<file path="config.mk">
export PLATFORM = sky130hd
export DESIGN_NAME = grid_neighbourhood_move_diff_core
export DESIGN_NICKNAME = d
export VERILOG_FILES = /design/src/design/gnmd_pkg.sv /design/src/design/gnmd_front.sv /design/src/design/gnmd_queue.sv /design/src/design/gnmd_back.sv /design/src/design/grid_neighbourhood_move_diff_core.sv
export VERILOG_INCLUDE_DIRS = /design/src /design/src/design
export SDC_FILE = /design/constraint.sdc
export NUM_CORES = 1
export LEC_CHECK = 0
export ABC_AREA = 1
export BUFFER_PORTS_ARGS = -buffer_cell sky130_fd_sc_hd__buf_2
export CAP_MARGIN = 20
export CORE_ASPECT_RATIO = 1.2
export CORE_MARGIN = 2
export CORE_UTILIZATION = 30
export CTS_BUF_LIST = sky130_fd_sc_hd__clkbuf_8
export DETAILED_ROUTE_END_ITERATION = 6
export PLACE_DENSITY_LB_ADDON = 0.25
export RECOVER_POWER = 50
export REMOVE_ABC_BUFFERS = 1
export SYNTH_ARGS = -nofsm -noshare
export SYNTH_HDL_FRONTEND = slang
export SYNTH_SLANG_ARGS = --single-unit
</file>
<file path="constraint.sdc">
create_clock -name clk -period 25.3 [get_ports clk]
set_clock_uncertainty 0.2 [all_clocks]
set_input_delay 2.53 -clock clk [delete_from_list [all_inputs] [get_ports clk]]
set_output_delay 2.53 -clock clk [all_outputs]
set_load 0.02 [all_outputs]
</file>
<file path="src/design/grid_neighbourhood_move_diff_core_assert.svh">
// Assertion macros for the grid neighbourhood move diff core
`ifndef GRID_NEIGHBOURHOOD_MOVE_DIFF_CORE_ASSERT_SVH
`define GRID_NEIGHBOURHOOD_MOVE_DIFF_CORE_ASSERT_SVH
`ifndef SYNTHESIS
// antecedent implies consequent in the same cycle
`define GNMD_ASSERT_IMPL(lbl, ante, cons) \
	lbl: assert property (@(posedge clk) disable iff (!arst_n) (ante) |-> (cons)) \
		else $error("gnmd: implication check failed");
// condition must never hold
`define GNMD_ASSERT_NEVER(lbl, expr) \
	lbl: assert property (@(posedge clk) disable iff (!arst_n) !(expr)) \
		else $error("gnmd: forbidden condition seen");
`else
`define GNMD_ASSERT_IMPL(lbl, ante, cons)
`define GNMD_ASSERT_NEVER(lbl, expr)
`endif
`endif

</file>
<file path="src/design/gnmd_pkg.sv">
// Shared types and constants for the grid neighbourhood move diff core
`timescale 1ns / 1ps
`default_nettype none
package gnmd_pkg;

	localparam int ZONE_W      = 12;
	localparam int CFG_W       = 7;
	localparam int KIND_W      = 2;
	localparam int CNT_W       = 2;
	localparam int TDATA_IN_W  = 24;
	localparam int TDATA_OUT_W = 16;
	localparam int QUEUE_DEPTH = 2;
	localparam int MAX_SIDE_DEF = 64;

	localparam logic [CFG_W-1:0] SIDE_RESET = 7'd64;

	localparam logic [KIND_W-1:0] KIND_LEAVE   = 2'd0;
	localparam logic [KIND_W-1:0] KIND_ENTER   = 2'd1;
	localparam logic [KIND_W-1:0] KIND_KEEP    = 2'd2;
	localparam logic [KIND_W-1:0] KIND_INVALID = 2'd3;

	// clipped 3x3 neighbourhood: top-left id, row count - 1, column count - 1
	typedef struct packed {
		logic [ZONE_W-1:0] start;
		logic [CNT_W-1:0]  rows;
		logic [CNT_W-1:0]  cols;
	} nbhd_t;

	// one classified move handed from front to back
	typedef struct packed {
		logic              inv;
		logic [CFG_W-1:0]  side;
		nbhd_t             old_nb;
		nbhd_t             new_nb;
	} move_t;

	// queue fill status
	typedef struct packed {
		logic full;
		logic empty;
	} queue_stat_t;

endpackage
`default_nettype wire

</file>
<file path="src/design/gnmd_front.sv">
// Front end: config register, input accept, pipelined id-to-row/column split
`timescale 1ns / 1ps
`default_nettype none
module gnmd_front #(
	parameter int MAX_SIDE = gnmd_pkg::MAX_SIDE_DEF
) (
	input  wire logic                              clk,
	input  wire logic                              arst_n,
	input  wire logic                              cfg_valid,
	output logic                                   cfg_ready,
	input  wire logic [gnmd_pkg::CFG_W-1:0]        cfg_data,
	input  wire logic                              s_tvalid,
	output logic                                   s_tready,
	input  wire logic [gnmd_pkg::TDATA_IN_W-1:0]   s_tdata,
	input  wire gnmd_pkg::queue_stat_t             q_stat,
	output logic                                   push,
	output gnmd_pkg::move_t                        push_entry
);
	localparam int ZONE_W  = gnmd_pkg::ZONE_W;
	localparam int CFG_W   = gnmd_pkg::CFG_W;
	localparam int CNT_W   = gnmd_pkg::CNT_W;
	localparam int CFG_MAX = (2 ** CFG_W) - 1;
	localparam int EFF_MAX = (MAX_SIDE > CFG_MAX) ? CFG_MAX : MAX_SIDE;
	localparam int COORD_W = (EFF_MAX > 1) ? $clog2(EFF_MAX) : 1;
	localparam int NST     = COORD_W;
	localparam int CMP_W   = ZONE_W + CFG_W;
	localparam int TOT_W   = 2 * CFG_W;

	logic [CFG_W-1:0] side_cfg_q;
	logic [CFG_W-1:0] side_eff;
	logic [TOT_W-1:0] total;
	logic [ZONE_W-1:0] in_old, in_new;
	logic in_inv;
	logic adv;

	// pipeline stage registers, stage 0 holds the accepted item
	logic              vld_s   [0:NST];
	logic              inv_s   [0:NST];
	logic [CFG_W-1:0]  side_s  [0:NST];
	logic [ZONE_W-1:0] id_a_s  [0:NST];
	logic [ZONE_W-1:0] id_b_s  [0:NST];
	logic [ZONE_W-1:0] rem_a_s [0:NST];
	logic [ZONE_W-1:0] rem_b_s [0:NST];
	logic [COORD_W-1:0] q_a_s  [0:NST];
	logic [COORD_W-1:0] q_b_s  [0:NST];

	logic [ZONE_W-1:0]  rem_a_nx [0:NST-1];
	logic [ZONE_W-1:0]  rem_b_nx [0:NST-1];
	logic [COORD_W-1:0] q_a_nx   [0:NST-1];
	logic [COORD_W-1:0] q_b_nx   [0:NST-1];

	// clipped neighbourhood from id and its row / column
	function automatic gnmd_pkg::nbhd_t make_nb(
		input logic [ZONE_W-1:0]  id,
		input logic [COORD_W-1:0] row,
		input logic [COORD_W-1:0] col,
		input logic [CFG_W-1:0]   side
	);
		logic up, down, left, right;
		gnmd_pkg::nbhd_t nb;
		up    = (row != '0);
		left  = (col != '0);
		down  = ((CFG_W + 1)'(row) + (CFG_W + 1)'(1)) < (CFG_W + 1)'(side);
		right = ((CFG_W + 1)'(col) + (CFG_W + 1)'(1)) < (CFG_W + 1)'(side);
		nb.start = id - (up ? ZONE_W'(side) : '0) - (left ? ZONE_W'(1) : '0);
		nb.rows  = CNT_W'(up) + CNT_W'(down);
		nb.cols  = CNT_W'(left) + CNT_W'(right);
		return nb;
	endfunction

	// config register, always ready
	assign cfg_ready = 1'b1;
	always_ff @(posedge clk or negedge arst_n) begin
		if (!arst_n) begin
			side_cfg_q <= gnmd_pkg::SIDE_RESET;
		end else if (cfg_valid) begin
			side_cfg_q <= cfg_data;
		end
	end

	// effective side and range check
	assign side_eff = (side_cfg_q > CFG_W'(EFF_MAX)) ? CFG_W'(EFF_MAX) : side_cfg_q;
	assign total    = TOT_W'(side_eff) * TOT_W'(side_eff);
	assign in_old   = s_tdata[ZONE_W-1:0];
	assign in_new   = s_tdata[2*ZONE_W-1:ZONE_W];
	assign in_inv   = (side_eff == '0) || (TOT_W'(in_old) >= total)
		|| (TOT_W'(in_new) >= total);

	// whole pipeline stalls only when the last stage cannot push
	assign adv      = !(vld_s[NST] && q_stat.full);
	assign s_tready = adv;

	// one quotient bit per stage, restoring division by side
	always_comb begin
		for (int k = 0; k < NST; k++) begin
			logic [CMP_W-1:0] trial, ra, rb;
			trial = CMP_W'(side_s[k]) << (COORD_W - 1 - k);
			ra    = CMP_W'(rem_a_s[k]);
			rb    = CMP_W'(rem_b_s[k]);
			if (ra >= trial) begin
				rem_a_nx[k] = ZONE_W'(ra - trial);
				q_a_nx[k]   = q_a_s[k] | (COORD_W'(1) << (COORD_W - 1 - k));
			end else begin
				rem_a_nx[k] = rem_a_s[k];
				q_a_nx[k]   = q_a_s[k];
			end
			if (rb >= trial) begin
				rem_b_nx[k] = ZONE_W'(rb - trial);
				q_b_nx[k]   = q_b_s[k] | (COORD_W'(1) << (COORD_W - 1 - k));
			end else begin
				rem_b_nx[k] = rem_b_s[k];
				q_b_nx[k]   = q_b_s[k];
			end
		end
	end

	// stage valid bits
	always_ff @(posedge clk or negedge arst_n) begin
		if (!arst_n) begin
			for (int k = 0; k <= NST; k++) vld_s[k] <= 1'b0;
		end else if (adv) begin
			vld_s[0] <= s_tvalid;
			for (int k = 0; k < NST; k++) vld_s[k+1] <= vld_s[k];
		end
	end

	// stage payload
	always_ff @(posedge clk) begin
		if (adv) begin
			inv_s[0]   <= in_inv;
			side_s[0]  <= side_eff;
			id_a_s[0]  <= in_old;
			id_b_s[0]  <= in_new;
			rem_a_s[0] <= in_old;
			rem_b_s[0] <= in_new;
			q_a_s[0]   <= '0;
			q_b_s[0]   <= '0;
			for (int k = 0; k < NST; k++) begin
				inv_s[k+1]   <= inv_s[k];
				side_s[k+1]  <= side_s[k];
				id_a_s[k+1]  <= id_a_s[k];
				id_b_s[k+1]  <= id_b_s[k];
				rem_a_s[k+1] <= rem_a_nx[k];
				rem_b_s[k+1] <= rem_b_nx[k];
				q_a_s[k+1]   <= q_a_nx[k];
				q_b_s[k+1]   <= q_b_nx[k];
			end
		end
	end

	// classify and hand to the queue
	assign push = vld_s[NST] && adv;
	always_comb begin
		push_entry.inv    = inv_s[NST];
		push_entry.side   = side_s[NST];
		push_entry.old_nb = make_nb(id_a_s[NST], q_a_s[NST], rem_a_s[NST][COORD_W-1:0],
			side_s[NST]);
		push_entry.new_nb = make_nb(id_b_s[NST], q_b_s[NST], rem_b_s[NST][COORD_W-1:0],
			side_s[NST]);
	end

endmodule
`default_nettype wire

</file>
<file path="src/design/gnmd_queue.sv">
// Short queue of classified moves between front and back
`timescale 1ns / 1ps
`default_nettype none
module gnmd_queue (
	input  wire logic                  clk,
	input  wire logic                  arst_n,
	input  wire logic                  push,
	input  wire gnmd_pkg::move_t       push_entry,
	input  wire logic                  pop,
	output gnmd_pkg::move_t            head,
	output gnmd_pkg::queue_stat_t      q_stat
);
	localparam int DEPTH = gnmd_pkg::QUEUE_DEPTH;
	localparam int PTR_W = (DEPTH > 1) ? $clog2(DEPTH) : 1;
	localparam int CNT_W = $clog2(DEPTH + 1);

	gnmd_pkg::move_t mem_q [DEPTH];
	logic [PTR_W-1:0] wr_ptr_q, rd_ptr_q;
	logic [CNT_W-1:0] cnt_q;

	assign head         = mem_q[rd_ptr_q];
	assign q_stat.full  = (cnt_q == CNT_W'(DEPTH));
	assign q_stat.empty = (cnt_q == '0);

	// storage
	always_ff @(posedge clk) begin
		if (push) begin
			mem_q[wr_ptr_q] <= push_entry;
		end
	end

	// pointers and fill count
	always_ff @(posedge clk or negedge arst_n) begin
		if (!arst_n) begin
			wr_ptr_q <= '0;
			rd_ptr_q <= '0;
			cnt_q    <= '0;
		end else begin
			if (push) begin
				wr_ptr_q <= (wr_ptr_q == PTR_W'(DEPTH - 1)) ? '0 : wr_ptr_q + PTR_W'(1);
			end
			if (pop) begin
				rd_ptr_q <= (rd_ptr_q == PTR_W'(DEPTH - 1)) ? '0 : rd_ptr_q + PTR_W'(1);
			end
			if (push && !pop) begin
				cnt_q <= cnt_q + CNT_W'(1);
			end else if (pop && !push) begin
				cnt_q <= cnt_q - CNT_W'(1);
			end
		end
	end

endmodule
`default_nettype wire

</file>
<file path="src/design/gnmd_back.sv">
// Back end: walks both neighbourhoods, merges them and drives the result stream
`timescale 1ns / 1ps
`default_nettype none
module gnmd_back (
	input  wire logic                               clk,
	input  wire logic                               arst_n,
	input  wire gnmd_pkg::move_t                    head,
	input  wire gnmd_pkg::queue_stat_t              q_stat,
	output logic                                    pop,
	output logic                                    m_tvalid,
	input  wire logic                               m_tready,
	output logic [gnmd_pkg::TDATA_OUT_W-1:0]        m_tdata,
	output logic [gnmd_pkg::KIND_W-1:0]             m_tuser,
	output logic                                    m_tlast
);
	localparam int ZONE_W = gnmd_pkg::ZONE_W;
	localparam int CFG_W  = gnmd_pkg::CFG_W;
	localparam int CNT_W  = gnmd_pkg::CNT_W;
	localparam int KIND_W = gnmd_pkg::KIND_W;

	// walker over one clipped neighbourhood in ascending order
	typedef struct packed {
		logic              act;
		logic [ZONE_W-1:0] cur;
		logic [ZONE_W-1:0] rstart;
		logic [CNT_W-1:0]  crem;
		logic [CNT_W-1:0]  creload;
		logic [CNT_W-1:0]  rrem;
	} walk_t;

	logic             busy_q, inv_q;
	logic [CFG_W-1:0] side_q;
	walk_t            wa_q, wb_q;
	logic              out_valid_q, out_last_q;
	logic [ZONE_W-1:0] out_zone_q;
	logic [KIND_W-1:0] out_kind_q;

	logic out_space, emit, take_a, take_b, a_end, b_end;
	logic res_last;
	logic [ZONE_W-1:0] res_zone;
	logic [KIND_W-1:0] res_kind;

	function automatic walk_t walk_init(input gnmd_pkg::nbhd_t nb);
		walk_t w;
		w.act     = 1'b1;
		w.cur     = nb.start;
		w.rstart  = nb.start;
		w.crem    = nb.cols;
		w.creload = nb.cols;
		w.rrem    = nb.rows;
		return w;
	endfunction

	// next column, else first column of the next row, else done
	function automatic walk_t walk_step(input walk_t w, input logic [CFG_W-1:0] side);
		walk_t n;
		n = w;
		if (w.crem != '0) begin
			n.cur  = w.cur + ZONE_W'(1);
			n.crem = w.crem - CNT_W'(1);
		end else if (w.rrem != '0) begin
			n.cur    = w.rstart + ZONE_W'(side);
			n.rstart = w.rstart + ZONE_W'(side);
			n.crem   = w.creload;
			n.rrem   = w.rrem - CNT_W'(1);
		end else begin
			n.act = 1'b0;
		end
		return n;
	endfunction

	assign out_space = !out_valid_q || m_tready;
	assign emit      = busy_q && out_space;
	assign a_end     = (wa_q.rrem == '0) && (wa_q.crem == '0);
	assign b_end     = (wb_q.rrem == '0) && (wb_q.crem == '0);

	// merge step: smaller head goes out, equal heads together; invalid: one result
	always_comb begin
		take_a   = 1'b0;
		take_b   = 1'b0;
		res_zone = '0;
		res_kind = gnmd_pkg::KIND_INVALID;
		res_last = 1'b1;
		if (!inv_q) begin
			take_a   = wa_q.act && (!wb_q.act || (wa_q.cur <= wb_q.cur));
			take_b   = wb_q.act && (!wa_q.act || (wb_q.cur <= wa_q.cur));
			res_zone = take_a ? wa_q.cur : wb_q.cur;
			if (take_a && take_b) begin
				res_kind = gnmd_pkg::KIND_KEEP;
			end else if (take_a) begin
				res_kind = gnmd_pkg::KIND_LEAVE;
			end else begin
				res_kind = gnmd_pkg::KIND_ENTER;
			end
			res_last = (!wa_q.act || (take_a && a_end)) && (!wb_q.act || (take_b && b_end));
		end
	end

	// next move loads while the current one hands out its final result
	assign pop = !q_stat.empty && (!busy_q || (emit && res_last));

	// control
	always_ff @(posedge clk or negedge arst_n) begin
		if (!arst_n) begin
			busy_q      <= 1'b0;
			out_valid_q <= 1'b0;
		end else begin
			if (pop) begin
				busy_q <= 1'b1;
			end else if (emit && res_last) begin
				busy_q <= 1'b0;
			end
			if (out_space) begin
				out_valid_q <= emit;
			end
		end
	end

	// walkers and output register
	always_ff @(posedge clk) begin
		if (pop) begin
			inv_q  <= head.inv;
			side_q <= head.side;
			wa_q   <= walk_init(head.old_nb);
			wb_q   <= walk_init(head.new_nb);
		end else if (emit) begin
			if (take_a) wa_q <= walk_step(wa_q, side_q);
			if (take_b) wb_q <= walk_step(wb_q, side_q);
		end
		if (emit) begin
			out_zone_q <= res_zone;
			out_kind_q <= res_kind;
			out_last_q <= res_last;
		end
	end

	assign m_tvalid = out_valid_q;
	assign m_tdata  = {{(gnmd_pkg::TDATA_OUT_W - ZONE_W){1'b0}}, out_zone_q};
	assign m_tuser  = out_kind_q;
	assign m_tlast  = out_last_q;

endmodule
`default_nettype wire

</file>
<file path="src/design/grid_neighbourhood_move_diff_core.sv">
// Top level of the grid neighbourhood move diff core
// Usage:
//   s_* stream: one transaction carries a move (old zone id, new zone id).
//   m_* stream: one transaction per affected zone in ascending id order, kind in
//     tuser (leave, enter, keep, invalid), tlast on the final result of a move.
//   cfg_*: writes zones_per_side; always ready, write only while idle.
// Timing:
//   The front splits each id into row and column in a pipeline of
//   clog2(side limit) division stages (6 at the default limit of 64), then
//   queues the move. The back emits one result per cycle while it holds a
//   move and m_tready does not hold it back; a move gives 1 to 18 results,
//   and the next queued move loads into the walkers at the same edge that
//   registers the final result of the previous one.
// Reset: clears all valid state; zones_per_side returns to 64.
// Stall: m_tready low holds the result register; the back stops, the queue
//   fills and the front pipeline then holds, dropping s_tready.
`timescale 1ns / 1ps
`default_nettype none
`include "grid_neighbourhood_move_diff_core_assert.svh"
module grid_neighbourhood_move_diff_core #(
	parameter int MAX_SIDE = gnmd_pkg::MAX_SIDE_DEF
) (
	input  wire logic                              clk,
	input  wire logic                              arst_n,
	// config write: zones_per_side [6:0]
	input  wire logic                              cfg_valid,
	output logic                                   cfg_ready,
	input  wire logic [gnmd_pkg::CFG_W-1:0]        cfg_data,
	// tdata: old_zone [11:0], new_zone [23:12]
	input  wire logic                              s_tvalid,
	output logic                                   s_tready,
	input  wire logic [gnmd_pkg::TDATA_IN_W-1:0]   s_tdata,
	// tdata: zone [11:0], zero fill [15:12]
	output logic                                   m_tvalid,
	input  wire logic                              m_tready,
	output logic [gnmd_pkg::TDATA_OUT_W-1:0]       m_tdata,
	// tuser: kind [1:0]
	output logic [gnmd_pkg::KIND_W-1:0]            m_tuser,
	output logic                                   m_tlast
);
	logic                  push, pop;
	gnmd_pkg::move_t       push_entry, head;
	gnmd_pkg::queue_stat_t q_stat;

	gnmd_front #(
		.MAX_SIDE (MAX_SIDE)
	) u_front (
		.clk        (clk),
		.arst_n     (arst_n),
		.cfg_valid  (cfg_valid),
		.cfg_ready  (cfg_ready),
		.cfg_data   (cfg_data),
		.s_tvalid   (s_tvalid),
		.s_tready   (s_tready),
		.s_tdata    (s_tdata),
		.q_stat     (q_stat),
		.push       (push),
		.push_entry (push_entry)
	);

	gnmd_queue u_queue (
		.clk        (clk),
		.arst_n     (arst_n),
		.push       (push),
		.push_entry (push_entry),
		.pop        (pop),
		.head       (head),
		.q_stat     (q_stat)
	);

	gnmd_back u_back (
		.clk      (clk),
		.arst_n   (arst_n),
		.head     (head),
		.q_stat   (q_stat),
		.pop      (pop),
		.m_tvalid (m_tvalid),
		.m_tready (m_tready),
		.m_tdata  (m_tdata),
		.m_tuser  (m_tuser),
		.m_tlast  (m_tlast)
	);

	// front holds off input only when the queue is full
	`GNMD_ASSERT_IMPL(a_stall_only_when_full, !s_tready, q_stat.full)
	`GNMD_ASSERT_NEVER(a_queue_overflow, push && q_stat.full)
	`GNMD_ASSERT_NEVER(a_queue_underflow, pop && q_stat.empty)
	// an invalid move is a single zero result
	`GNMD_ASSERT_IMPL(a_invalid_single, m_tvalid && (m_tuser == gnmd_pkg::KIND_INVALID), m_tlast && (m_tdata == '0))

endmodule
`default_nettype wire
</file>
# [After elaboration in Yosys (flattened, before gate mapping)]
# Memory sizes are Yosys's and may differ from the RTL's.
# Cells that the tools add are included.
[totals] reg_bits=105 ram_bits=556 inputBits=36 out_inout_bits=22 n_memories=9
[mem_list] memory="u_front.id_a_s" words=7 word_bits=12 read_ports=7 rd_ports_with_merged_regs=0 wr=7 line_no="gnmd_front.sv:40" rtl="logic [ZONE_W-1:0] id_a_s [0:NST];"
[mem_list] memory="u_front.id_b_s" words=7 word_bits=12 read_ports=7 rd_ports_with_merged_regs=0 wr=7 line_no="gnmd_front.sv:41" rtl="logic [ZONE_W-1:0] id_b_s [0:NST];"
[mem_list] memory="u_front.rem_a_s" words=7 word_bits=12 read_ports=7 rd_ports_with_merged_regs=0 wr=7 line_no="gnmd_front.sv:42" rtl="logic [ZONE_W-1:0] rem_a_s [0:NST];"
[mem_list] memory="u_front.rem_b_s" words=7 word_bits=12 read_ports=7 rd_ports_with_merged_regs=0 wr=7 line_no="gnmd_front.sv:43" rtl="logic [ZONE_W-1:0] rem_b_s [0:NST];"
[mem_list] memory="u_queue.mem_q" words=2 word_bits=40 read_ports=1 rd_ports_with_merged_regs=0 wr=1 line_no="gnmd_queue.sv:17" rtl="gnmd_pkg::move_t mem_q [DEPTH];"
[mem_list] memory="u_front.side_s" words=7 word_bits=7 read_ports=7 rd_ports_with_merged_regs=0 wr=7 line_no="gnmd_front.sv:39" rtl="logic [CFG_W-1:0] side_s [0:NST];"
[mem_list] memory="+3 memories"
[classes] n_addsub=36 multipliers=1 n_lt_le_gt_ge=21 n_eq_ne=3 muxes=62 bitwise=4 reduce_logical=61
[op_table] operator="12-bit two-way mux" count=17
[op_table] operator="30-bit two-way mux" count=6
[op_table] operator="12-bit subtractor" count=6
[op_table] operator="26-bit two-way mux" count=2
[op_table] operator="8-bit by 7-bit less-than comparator with 1-bit output" count=4
[op_table] operator="6-bit by 1-bit adder with 7-bit output (second input constant)" count=4
[op_table] operator="12-bit by 14-bit >= comparator with 1-bit output" count=2
[op_table] operator="12-bit by 1-bit adder with 12-bit output (second input constant)" count=2
[op_table] operator="12-bit by 7-bit adder with 12-bit output" count=2
[op_table] operator="12-bit by 10-bit >= comparator with 1-bit output" count=2
[op_table] operator="12-bit by 11-bit >= comparator with 1-bit output" count=2
[op_table] operator="12-bit >= comparator" count=2
[op_table] operator="12-bit by 7-bit >= comparator with 1-bit output" count=2
[op_table] operator="12-bit by 8-bit >= comparator with 1-bit output" count=2
[op_table] operator="12-bit by 9-bit >= comparator with 1-bit output" count=2
[op_table] operator="12-bit less-or-equal comparator" count=2
[op_table] operator="6-bit nonzero test" count=4
[op_table] operator="12-bit by 10-bit subtractor with 12-bit output" count=2
[op_table] operator="12-bit by 11-bit subtractor with 12-bit output" count=2
[op_table] operator="12-bit by 7-bit subtractor with 12-bit output" count=2
[op_table] operator="12-bit by 8-bit subtractor with 12-bit output" count=2
[op_table] operator="12-bit by 9-bit subtractor with 12-bit output" count=2
[op_table] operator="2-bit nonzero test" count=11
[op_table] operator="7-bit two-way mux" count=3
[op_table] operator="24 further kinds" count=101

# [Longest topological paths before layout]
[depth] word_depth=13 mapped_depth=32 depth_no_buf=31

# [By module]
# A second synthesis with hierarchy kept.
[hier_totals] cells_unflattened=2558 hier_area_um2=29174.2
[modules_own_cells] module="gnmd_front" instances=1 cells_per_inst=1797 area_each_um2=20430.8 seq_area_each_um2=11402.2
[modules_own_cells] module="gnmd_back" instances=1 cells_per_inst=611 area_each_um2=5446.5 seq_area_each_um2=2582.5
[modules_own_cells] module="gnmd_queue" instances=1 cells_per_inst=150 area_each_um2=3296.9 seq_area_each_um2=2502.4

# [Worst setup path after synthesis]
# No wires, ideal clock.
[synth_timing] kind="register to output" from="register u_queue.cnt_q[0]" to="output s_tready" t_arrival_ns=10.803 t_required_ns=22.570 slack_ns=11.767 stages_incl_launch_ff=4 path_buffers=1 cell_sequence="dfrtp_1 inv_1 nand3_1 clkbuf_1"
[synth_via] elab_chain_cells=3
[synth_rtl] item="from (decl)" line_no="gnmd_queue.sv:19" rtl="logic [CNT_W-1:0] cnt_q;"
[synth_rtl] item="from (signal assigned)" line_no="gnmd_queue.sv:46" rtl="cnt_q <= cnt_q + CNT_W'(1);"
[synth_rtl] item="from (signal assigned)" line_no="gnmd_queue.sv:48" rtl="cnt_q <= cnt_q - CNT_W'(1);"
[synth_rtl] item="2-bit equality test" line_no="gnmd_queue.sv:22" rtl="assign q_stat.full = (cnt_q == CNT_W'(DEPTH));"
[synth_rtl] item="1-bit logical AND" line_no="gnmd_front.sv:90" rtl="assign adv = !(vld_s[NST] && q_stat.full);"
[synth_rtl] item="1-bit zero test" line_no="gnmd_front.sv:90"
[synth_rtl] item="to (decl)" line_no="grid_neighbourhood_move_diff_core.sv:31" rtl="output logic s_tready,"
# No other way between the ends.

==> impl_metrics.csv <==
group,metric,value,unit
status,status,"complete, but fails checks",
status,violations,"capacitance limit, slew limit",
critical_path,end_kind,"flop",
sta,rsz0062_at_grt,"false",
critical_path,required,25380,ps
finish,drive_above_1_share,7.27,%
die,die_area,97400,um2
sta,finalSetupViolations,0,
clock_network,numCtsBuffers,95,
critical_path,rr_endpoint,"u_front.rem_a_s[2][10]$_DFFE_PN_",
critical_path,cp.arrival,9010,ps
critical_path,criticalPathCategory,"flop to flop",
worst_hold_path,hold_end,"u_front.id_a_s[6][4]$_DFFE_PN_",
clock_network,cts_tree,"yes",
critical_path,crit_slowest_cell,"clkbuf_1",
placed_design,port_buffers,52,
die,row_count,123,
route,num_vias,17676,
worst_hold_path,worstHoldStart,"u_front.id_a_s[5][4]$_DFFE_PN_",
global_route,grt_max_degree,157,
sta,finalHoldViolCount,0,
sta,slew-limit-headroom,-434,%
clock_network,htree_levels,3,
critical_path,start_kind,"flop",
route,routed_wirelength,58.9,mm
worst_hold_path,worstHoldPathCells,0,
global_route,antenna_found_initial,1,
placed_design,dp_hpwl,44.0,mm
critical_path,cp_top_family,"buffers and inverters",
synthesis,ys.flop_type,"edfxtp_1",
finish,final_cell_mix,"nand2_1 (555), edfxtp_1 (531), inv_1 (382)",
sta,max_freq,112,MHz
critical_path,crit_fanout,156,
critical_path,r2r_slack,16370,ps
die,ios,58,
synthesis,yosysWarnings,0,
sta,period_minus_slack,8930,ps
finish,fin_nets,3035,
clock_network,clockBufferDepth,3,
global_route,grt_pass1_wl,94.5,mm
sta,tightest_slew,8000,ps
clock_network,insertion_delay,700,ps
route,drcViolationCount,0,
synthesis,syn_area_per_cell,10.9,um2
route,wl_per_cell,14.5,um
route,first_pass_iters,5,
route,ant_nets,0,
sta,slew_violations,361,
die,die_h,341,um
synthesis,ys_seq_elements,553,
sta,fin_crit_sh,35.3,%
synthesis,synth_area,28500,um2
finish,post-route-util,34.2,%
flow_run,cap_violations,5,
die,die_x,285,um
clock_network,clock-sinks,553,
global_route,grt_overflow_total,0,
global_route,grt_pass1_vias,17913,
clock_network,cts_hold_buf,0,
clock_network,cts_root_buf,"clkbuf_8",
critical_path,path_cells,"inv_1 > nand3_1 > clkbuf_1 > buf_4",
route,vias_per_cell,4.34,
synthesis,synthCells,2616,
critical_path,worstRegToRegCells,4,
clock_network,ctsResizeCount,0,
synthesis,synth_top_area_share,56.0,%
clock_network,cts_setup_buffers,0,
sta,finalSetupTns,0,ps
synthesis,yosys.area.top_type,"edfxtp_1",
synthesis,seq_area_frac_synth,57.9,%
die,start_util,30.3,%
finish,final_common_cell,"nand2_1",
die,core,93900,um2
worst_hold_path,hold_class,"flop to flop",
placed_design,gp_congestion,0.813,
critical_path,critPathMaxStageDelay,5540,ps
clock_network,clkTransAtPathRegs,60,ps
finish,area_growth,13.0,%
global_route,track_usage,12.3,%
synthesis,synth_edf_count,531,
synthesis,synth.area.top_cells,"edfxtp_1 (56%), ha_1 (9.6%), nand2_1 (7.3%), inv_1 (4.6%), a21oi_1 (3.0%)",
route,drtIter0Drc,907,
critical_path,r2r_start,"u_queue.cnt_q[0]$_DFFE_PN0P_",
sta,hold_slack,202,ps
critical_path,worst-path-buf-inv,3,
synthesis,synthArstFlopShare,3.62,%
synthesis,synth_cell_types,56,
## worst register-to-register path, delay by kind of cell, from the launching register on
kind / cells / cell delay (ps)
buffers and inverters: 3 / 7290
flip-flops: 1 / 400
AND/OR/NAND/NOR: 1 / 560
## synthesized netlist by cell type (3+ instances only)
cell,number
a21o_1,3
a21oi_1,173
a31oi_1,6
buf_1,3
buf_2,14
buf_4,9
clkbuf_1,17
dfrtp_1,19
edfxtp_1,531
fa_1,33
ha_1,219
inv_1,351
mux2i_1,8
nand2_1,554
nand3_1,79
nand3b_1,10
nand4_1,11
nor2_1,158
nor2_2,4
nor3_1,27
nor3b_1,8
nor4_1,13
o21a_1,6
o21ai_0,144
o21ai_1,12
o21bai_1,10
o221ai_1,4
o31ai_1,8
or2_2,9
xnor2_1,41
xor2_1,95
## state kept, by name (all words and copies together), names as in the netlist, 12 cells and up
name / cells
u_back.out_zone_q: 12
u_front.rem_b_s: 66
u_front.q_a_s: 21
u_front.rem_a_s: 63
u_front.side_s: 49
u_front.id_a_s: 72
u_front.id_b_s: 69
u_back.wa_q: 31
u_front.q_b_s: 21
u_queue.mem_q: 80
u_back.wb_q: 31
## stage by stage
stage	setup slack, ps	cells	area [um2]
after floorplan	12380	2581	28300
after global placement	19240	3899	30200
after detailed placement	19130	3899	30200
after CTS	19090	4069	32200
after global routing	15230	4071	32100
final	16370	4072	32100
## per-layer routing
metal,global-route usage [%],vias up,wire length (um)
met5,0,-,0
met4,3.82,0,1260
met3,2.20,98,1930
met2,23.6,220,31700
met1,13.6,8180,24000
li1,-,9178,-
## kinds of logic after synthesis
kind of cell	after synthesis	synth area share (%)
AOI/OAI and AO/OA	382	7.21
adders and majority gates	252	11.9
buffers and inverters	398	5.48
xor gates and xnor gates	136	4.19
and+or+nand+nor	884	12.9
muxes	9	0.321
DFF	553	57.9
other	2	0.0264
## how the worst max path moves through the flow
stage / depth (start not counted) / endpoint / start / slack (ps)
3_3_place_gp: 29 / u_front.inv_s[0]$_DFFE_PN_ / u_front.side_cfg_q[4]$_DFFE_PN0P_ / 19240
4_1_cts: 29 / u_front.inv_s[0]$_DFFE_PN_ / u_front.side_cfg_q[4]$_DFFE_PN0P_ / 19090
6_report: 4 / u_front.rem_a_s[2][10]$_DFFE_PN_ / u_queue.cnt_q[0]$_DFFE_PN0P_ / 16370
2_1_floorplan: 2 / u_front.id_a_s[1][0]$_DFFE_PN_ / u_queue.cnt_q[0]$_DFFE_PN0P_ / 12380
5_1_grt: 4 / u_front.rem_a_s[2][7]$_DFFE_PN_ / u_queue.cnt_q[0]$_DFFE_PN0P_ / 15230
3_5_place_dp: 29 / u_front.inv_s[0]$_DFFE_PN_ / u_front.side_cfg_q[4]$_DFFE_PN0P_ / 19130
## layout make-up
| class | count | area, um2 |
|---|---|---|
| fillers | 9522 | 61700 |
| flip-flops and latches | 553 | 16500 |
| multi-input cells | 1675 | 10400 |
| well taps | 1250 | 1560 |
| clock buffers | 99 | 1360 |
| inverters | 353 | 1330 |
| clock inverters | 71 | 601 |
| repair buffers | 69 | 362 |
| diodes | 2 | 5.00 |
Power is left out: the tool's default activity adds up to more than one toggle a clock period on the data nets, which glitch-free logic cannot reach.
